### config.mk
export PLATFORM = sky130hd
export DESIGN_NAME = sqve_queue
export DESIGN_NICKNAME = d
export VERILOG_FILES = /design/src/sv/sqve_pkg.sv /design/src/sv/sqve_queue.sv
export SDC_FILE = /design/constraint.sdc
export NUM_CORES = 1
export LEC_CHECK = 0
export ABC_AREA = 1
export BUFFER_PORTS_ARGS = -buffer_cell sky130_fd_sc_hd__buf_4
export CORE_AREA = 4 4 221 180
export CTS_CLUSTER_SIZE = 8
export DETAILED_ROUTE_END_ITERATION = 8
export DIE_AREA = 0 0 225 184
export PLACE_DENSITY = 0.79
export RECOVER_POWER = 25
export SLEW_MARGIN = 20
export SYNTH_ARGS = -nofsm -noshare
export SYNTH_HDL_FRONTEND = slang
export SYNTH_SLANG_ARGS = --single-unit
export TNS_END_PERCENT = 10
### constraint.sdc
create_clock -name clk -period 36.9 [get_ports clk]
set_input_delay 1.845 -clock clk [delete_from_list [all_inputs] [get_ports clk]]
set_output_delay 1.845 -clock clk [all_outputs]
set_load 0.005 [all_outputs]
### src/sv/sqve_pkg.sv
// ============================================================================
// sqve_pkg: shared types and constants for the sprite quad vertex expander
// Holds the request codes, status codes, CORDIC constants and the queue entry.
// ============================================================================
`default_nettype none
package sqve_pkg;

  localparam int MaxSlotsDefault = 32;
  localparam int MaxQuadsDefault = 8192;

  // request codes
  localparam logic [1:0] REQ_BEGIN = 2'd0;
  localparam logic [1:0] REQ_PLAIN = 2'd1;
  localparam logic [1:0] REQ_TEX   = 2'd2;

  // status codes
  localparam logic [1:0] ST_OK        = 2'd0;
  localparam logic [1:0] ST_SLOT_FULL = 2'd1;
  localparam logic [1:0] ST_QUAD_FULL = 2'd2;

  localparam int CordicSteps = 16;
  localparam logic signed [33:0] CORDIC_X0 = 34'sd652032874;
  localparam logic [15:0] TILING_ONE = 16'h0100;

  function automatic logic signed [33:0] atan_turn(input logic [3:0] i);
    case (i)
      4'd0:  atan_turn = 34'sd536870912;
      4'd1:  atan_turn = 34'sd316933406;
      4'd2:  atan_turn = 34'sd167458907;
      4'd3:  atan_turn = 34'sd85004756;
      4'd4:  atan_turn = 34'sd42667331;
      4'd5:  atan_turn = 34'sd21354465;
      4'd6:  atan_turn = 34'sd10679838;
      4'd7:  atan_turn = 34'sd5340245;
      4'd8:  atan_turn = 34'sd2670163;
      4'd9:  atan_turn = 34'sd1335087;
      4'd10: atan_turn = 34'sd667544;
      4'd11: atan_turn = 34'sd333772;
      4'd12: atan_turn = 34'sd166886;
      4'd13: atan_turn = 34'sd83443;
      4'd14: atan_turn = 34'sd41722;
      default: atan_turn = 34'sd20861;
    endcase
  endfunction

  // classified quad handed from front to back
  typedef struct packed {
    logic [1:0]         status;
    logic signed [31:0] pos_x;
    logic signed [31:0] pos_y;
    logic [31:0]        pos_z;
    logic [15:0]        angle;
    logic signed [31:0] size_x;
    logic signed [31:0] size_y;
    logic [15:0]        tiling;
    logic [31:0]        colour;
    logic [4:0]         slot;
    logic               fresh;
    logic [14:0]        base_addr;
  } quad_t;

endpackage
`default_nettype wire

### src/sv/sqve_queue.sv
// ============================================================================
// sqve_queue: two-entry queue between front and back
// Lets the front classify the next quad while the back emits vertices.
// ============================================================================
`default_nettype none
module sqve_queue
  import sqve_pkg::*;
(
  input  wire logic  clk,
  input  wire logic  rst,
  input  wire logic  push,
  input  quad_t      push_data,
  output logic       full,
  input  wire logic  pop,
  output logic       empty,
  output quad_t      head
);

  quad_t       ent [2];
  logic        wptr;
  logic        rptr;
  logic [1:0]  count;

  assign full  = (count == 2'd2);
  assign empty = (count == 2'd0);
  assign head  = ent[rptr];

  // pointers and count
  always_ff @(posedge clk) begin
    if (rst) begin
      wptr  <= 1'b0;
      rptr  <= 1'b0;
      count <= '0;
    end else begin
      if (push) wptr <= ~wptr;
      if (pop)  rptr <= ~rptr;
      count <= count + {1'b0, push} - {1'b0, pop};
    end
  end

  always_ff @(posedge clk) begin
    if (push) begin
      ent[wptr] <= push_data;
    end
  end

endmodule
`default_nettype wire

==> results.json, run 1 <==
{
  "status": "finished, final reports clean",
  "global_route.peak_usage_layer": "met2",
  "synth.area.top_cells": "sky130_fd_sc_hd__edfxtp_1, sky130_fd_sc_hd__mux2_2, sky130_fd_sc_hd__buf_6",
  "max_cap_violations": 0,
  "first_iter_violations": 601,
  "cts_root_buffer": "sky130_fd_sc_hd__clkbuf_16",
  "fmax_mhz": 189,
  "routing_usage_on_met1_pct": 22.4,
  "synth_seq_cells": 499,
  "cts_resized": 0,
  "grtUsageMet2_pct": 32.0,
  "critical_path_depth": 4,
  "post_cts.repair.setup_buffers": 0,
  "max-clock-path-buffers": 3,
  "timing.setup.tns_ns": 0,
  "floorplan.initialDensity_pct": 48.1,
  "slew_viol_final": 0,
  "worst-endpoint-required_ns": 35.06,
  "worst_path_dominant_cell_family": "buffers and inverters",
  "clock_power_share_pct": 41.1,
  "finalWeightedCongestion": 0.760,
  "cp.arrival_ns": 3.44,
  "leakage_nw": 8.92,
  "worstPathMaxFanout": 71,
  "clkTransAtPathRegs_ns": 0.05,
  "synth_seq_area_share_pct": 82.4,
  "power.internal_mw": 1.08,
  "io_port_bufs": 499,
  "syn_area_mm2": 0.0181,
  "finalCritPeriodShare_pct": 14.3,
  "skew_final_ns": 0.0107,
  "reg2regPathDepth": 3,
  "synth.net_count": 1052,
  "grt-ovfl-total": 0,
  "use_met3_pct": 7.25,
  "cp_common_cell": "sky130_fd_sc_hd__buf_4",
  "grt_first_pass_wirelength_um": 59600,
  "grt_setup_unrepaired": "false",
  "cts_hold_repair.buffers": 0,
  "timing.final.crit_period_ns": 5.28,
  "post-route-drc-count": 0,
  "cpMaxStageDelayCell": "sky130_fd_sc_hd__buf_4",
  "vias_per_cell": 5.10,
  "antenna_left": 0,
  "antenna_found_initial": 5,
  "post-route-util_pct": 63.9,
  "total_power_mw": 1.37,
  "pwr-share-seq_pct": 48.7,
  "critPathKind": "reg2out",
  "route.vias.total": 9531,
  "crit_buf_inv": 3,
  "cts-htree-levels": 3,
  "top_level_pins": 500,
  "hp-class": "reg2reg",
  "core_mm2": 0.0377,
  "netlist_instances": 799,
  "endpoint_kind": "output port",
  "synth.top_cell.area_share_pct": 81.8,
  "hold-worst-slack_ns": 0.550,
  "post_synth_num_cell_types": 14,
  "die-width_um": 225,
  "synth.avg_cell_area_um2": 22.7,
  "tritoncts.num_buffers": 72,
  "vdd_drop_max_mv": 0.0480,
  "route.final.wire_length_um": 40700,
  "cts.sinks": 499,
  "crit_chain": "buf_4 -> buf_4 -> mux2_2 -> buf_4",
  "row_count": 64,
  "final_hold_viol_count": 0,
  "cts_tree": "done",
  "synthToLayoutAreaGrowth_pct": 33.0,
  "layout_nets": 1605,
  "synthDominantAreaCellType": "sky130_fd_sc_hd__edfxtp_1",
  "finalSetupViolations": 0,
  "hold_depth": 2,
  "netSwitchingFraction_pct": 20.7,
  "clock_latency_ns": 0.55,
  "grt_usage_pct": 19.1,
  "dpl.hpwl_um": 27000,
  "p_switching_mw": 0.284,
  "wire_length_per_cell_after_detailed_routing_um": 21.8,
  "critical_path.startpoint_type": "register",
  "yosysWarnings": 0,
  "die_area_mm2": 0.0414,
  "detailedRoute.firstPassIterationCount": 4,
  "critPathMaxStageDelay_ns": 0.83,
  "power_density_mw_per_mm2": 56.8,
  "post_route_cells_drive_above_1_share_pct": 58.8,
  "timing.slew.headroom_pct": 31.2,
  "die-height_um": 184,
  "tightest_slew_ns": 1.03,
  "power.combinational.fraction_pct": 10.2,
  "number_of_global_route_vias_before_repair": 10300,
  "grt_start_max_net_pins": 177
}
[stage by stage]
step                std cells  area [um^2]  setup slack [ns]
floorplan                 799        18100             23.83
global placement         1773        22300             31.99
detailed placement       1773        22300             32.01
CTS                      1865        24200             31.38
global route             1868        24100             31.39
finish                   1869        24100             31.62
[cell usage after synthesis]
cell type,count
sky130_fd_sc_hd__nand3_1,1
sky130_fd_sc_hd__buf_2,1
sky130_fd_sc_hd__a21oi_1,1
sky130_fd_sc_hd__buf_6,25
sky130_fd_sc_hd__mux2_2,247
sky130_fd_sc_hd__inv_1,8
sky130_fd_sc_hd__ha_1,2
sky130_fd_sc_hd__xnor2_1,1
sky130_fd_sc_hd__buf_4,1
sky130_fd_sc_hd__edfxtp_1,494
sky130_fd_sc_hd__nand2_1,4
sky130_fd_sc_hd__nor3_1,1
sky130_fd_sc_hd__dfxtp_1,5
sky130_fd_sc_hd__nor2_1,8
[worst register-to-register path: stages (launching register included)]
cell	delay [ns]
sky130_fd_sc_hd__dfxtp_1	0.34
sky130_fd_sc_hd__nor2_4	0.13
sky130_fd_sc_hd__buf_12	0.70
sky130_fd_sc_hd__buf_4	1.03
[cells in the final DEF (no fill, tap or decap), drive strengths merged]
cell type and instances:
a21oi 1, buf 339, clkbuf 254, clkinv 1
clkinvlp 1, dfxtp 5, diode 4, edfxtp 494
ha 2, inv 11, mux2 247, nand2 4
nand3 1, nor2 8, nor3 1, xnor2 1
[area by class of cell]
type | count | area, um^2
antenna | 4 | 10.0
inverter | 8 | 37.5
clock inverter | 5 | 50.0
timing repair buffer | 506 | 3710
multi-input combinational | 265 | 2880
clock buffer | 87 | 1860
tap | 495 | 619
fill | 2571 | 13600
sequential | 499 | 14900
[layer usage]
layer	share of wire [%]	vias to the layer above
met3	9.6	88
met2	50	414
met5	0.032	-
met4	3.4	2
met1	37	4732
li1	-	4295
[logic make-up (layout without fill, tap and decap cells)]
| kind of cell | after synthesis | in the layout | synth area share (%) |
|---|---|---|---|
| flops | 499 | 499 | 82.4 |
| mux | 247 | 247 | 15.3 |
| buf+inv | 35 | 606 | 1.79 |
| simple gates | 14 | 14 | 0.304 |
| fa+ha+maj | 2 | 2 | 0.138 |
| compound gates | 1 | 1 | 0.0276 |
| xor+xnor | 1 | 1 | 0.0483 |
| other cells | 0 | 4 | 0 |
[power by group through the flow]
| stage | Clock (mW) | Combinational [mW] | Sequential [mW] |
|---|---|---|---|
| 4_1_cts | 0.576 | 0.144 | 0.667 |
| 2_1_floorplan | 0 | 0.0633 | 0.683 |
| 3_5_place_dp | 0 | 0.142 | 0.677 |
| 5_1_grt | 0.603 | 0.149 | 0.668 |
| 6_report | 0.563 | 0.139 | 0.667 |
| 3_3_place_gp | 0 | 0.141 | 0.675 |
[state kept, by name, summed over array words and instances, names as in the netlist, named ones only]
signal / cells
count: 2
ent: 494
rptr: 1
wptr: 1
[path summary, 6_finish.rpt]
check | from | endpoint | slack, ns
worst max-delay path | register | head[20] | 31.62
worst min-delay path | wptr | wptr | 0.55
worst max register to register | wptr | ent[0][177] | 34.23
worst min register to register | wptr | wptr | 0.55
Note: power is estimated with default switching activity, not from simulation.
==> inputs of run 2 (changes only) <==
- clock period: 36.9 -> 5.1 ns (I/O delays scaled with it)
==> run 2 against run 1 <==
- combinational power grew to 8.6 times the previous value
- die area unchanged
- total power grew to 7.6 times the previous value
==> results.json, run 2 (same netlist as run 1, synthesis figures left out) <==
{
  "floorplan.initialDensity_pct": 48.1,
  "number_of_global_route_vias_before_repair": 12100,
  "status": "finished, final reports clean",
  "final_common_cell": "sky130_fd_sc_hd__edfxtp_1",
  "layout_nets": 1855,
  "synthToLayoutAreaGrowth_pct": 46.9,
  "timing.rr.start": "wptr",
  "antenna_left": 0,
  "top_regs": "ent x494, count x2",
  "power_density_mw_per_mm2": 389,
  "vias_per_cell": 5.14,
  "clkTransAtPathRegs_ns": 0.05,
  "die_area_mm2": 0.0414,
  "post_route_cells_drive_above_1_share_pct": 47.6,
  "ff2ff_setup_slack_ns": 2.83,
  "skew_final_ns": 0.0214,
  "timing.setup.tns_ns": 0,
  "fill_cells": 2224,
  "detailedRoute.firstPassIterationCount": 5,
  "crit_path_end": "head[107]",
  "worst-endpoint-required_ns": 4.85,
  "reg2regPathDepth": 3,
  "worstPathMaxFanout": 95,
  "detailedPlace.worstSlack_ns": 2.69,
  "clock_latency_ns": 0.57,
  "leakage_nw": 9.92,
  "antenna_found_initial": 4,
  "grt_start_max_net_pins": 130,
  "grt_setup_unrepaired": "false",
  "wire_length_per_cell_after_detailed_routing_um": 23.7,
  "hp-class": "in2reg",
  "critPathKind": "reg2out",
  "grt_usage_pct": 23.5,
  "finalWeightedCongestion": 0.818,
  "grt-ovfl-total": 0,
  "max_cap_violations": 0,
  "most-common-layout-cells": "sky130_fd_sc_hd__edfxtp_1, sky130_fd_sc_hd__buf_4, sky130_fd_sc_hd__dlygate4sd3_1",
  "first_iter_violations": 795,
  "slew_viol_final": 0,
  "cp.arrival_ns": 2.73,
  "timing.slew.headroom_pct": 33.8,
  "tightest_slew_ns": 0.994,
  "layout_setup_ws_ns": 2.11,
  "die-width_um": 225,
  "io_port_bufs": 499,
  "cts-htree-levels": 3,
  "finalCritPeriodShare_pct": 58.5,
  "timing.final.crit_period_ns": 2.99,
  "dpl.hpwl_um": 27600,
  "post-route-drc-count": 0,
  "cts_tree": "done",
  "endpoint_of_the_lowest_slack_register_to_register_path": "ent[1][18]",
  "row_count": 64,
  "top_level_pins": 500,
  "placed_cells_incl_taps": 1772,
  "finalSetupViolations": 0,
  "endpoint_kind": "output port",
  "post-route-util_pct": 70.6,
  "critical_path.startpoint_type": "register",
  "top_register": "ent",
  "grt_first_pass_wirelength_um": 73900,
  "largest_register_ff_count": 494,
  "core_mm2": 0.0377,
  "route.final.wire_length_um": 50300,
  "tritoncts.num_buffers": 72,
  "die-height_um": 184,
  "cts_resized": 0,
  "cts.sinks": 499,
  "vdd_drop_max_mv": 0.400,
  "final_hold_viol_count": 0,
  "max-clock-path-buffers": 3,
  "cts_root_buffer": "sky130_fd_sc_hd__clkbuf_16",
  "final_cells": 2123,
  "fmax_mhz": 335,
  "route.vias.total": 10900
}
## run 2: cell types whose count changed in the layout (fill, tap and decap cells not counted), sizes merged
cell,change
clkinvlp,-1
clkbuf,-5
inv,-1
clkinv,+3
buf,+6
dlygate4sd3,+251
diode,+1
## run 2: area by class of cell
cell class	instances	area [um^2]	area share (%)
Sequential cell	499	14900	56.1
Timing Repair Buffer	756	6140	23.0
Multi-Input combinational cell	265	2880	10.8
Clock buffer	89	1930	7.24
Tap cell	495	619	2.33
Clock inverter	6	80.1	0.301
Inverter	8	37.5	0.141
Antenna cell	5	12.5	0.0470
## run 2: repair_timing
| item | in CTS | in global routing |
|---|---|---|
| setup buffers | 0 | 0 |
| endpoints found under the hold margin | 499 | 0 |
| hold buffers | 251 | 0 |
## run 2: report_power, final
part	switching, mW	internal (mW)	total [mW]
combinational	0.506	0.682	1.19
sequential	0.0840	4.77	4.85
clock	1.69	2.63	4.32
## run 2: through the flow
step           instance area, um^2  hold slack (ns)  total power, mW
3_3_place_gp                 22300            0.440             5.90
6_report                     26600            0.430             10.4
5_1_grt                      26600            0.419             10.7
4_1_cts                      26900            0.376             10.4
3_5_place_dp                 22300            0.442             5.93
2_1_floorplan                18100            0.326             5.36
## run 2: worst max-delay path: stages, from the launching register on
cell                      delay [ns]
sky130_fd_sc_hd__dfxtp_4        1.00
sky130_fd_sc_hd__buf_12         0.48
sky130_fd_sc_hd__mux2_2         0.42
sky130_fd_sc_hd__buf_4          0.15
## run 2: worst min path at each step
stage	endpoint	cells after the start	startpoint
after global routing	ent[0][3]	2	push_data[3]
after floorplan	count[0]	1	rst
final	ent[0][3]	2	push_data[3]
after CTS	ent[0][162]	2	push_data[162]
after global placement	ent[0][161]	1	push_data[161]
after detailed placement	ent[0][46]	1	push_data[46]
## run 2: routing by layer
layer  routed length [um]  track usage [%]  vias to the layer above  share of wire, %
li1                     -                -                     4787                 -
met1                17900             27.7                     5430                36
met2                26700             41.8                      570                53
met3                 4050             6.35                      115               8.1
met4                 1690             8.55                        0               3.4
met5                    0                0                        -                 0
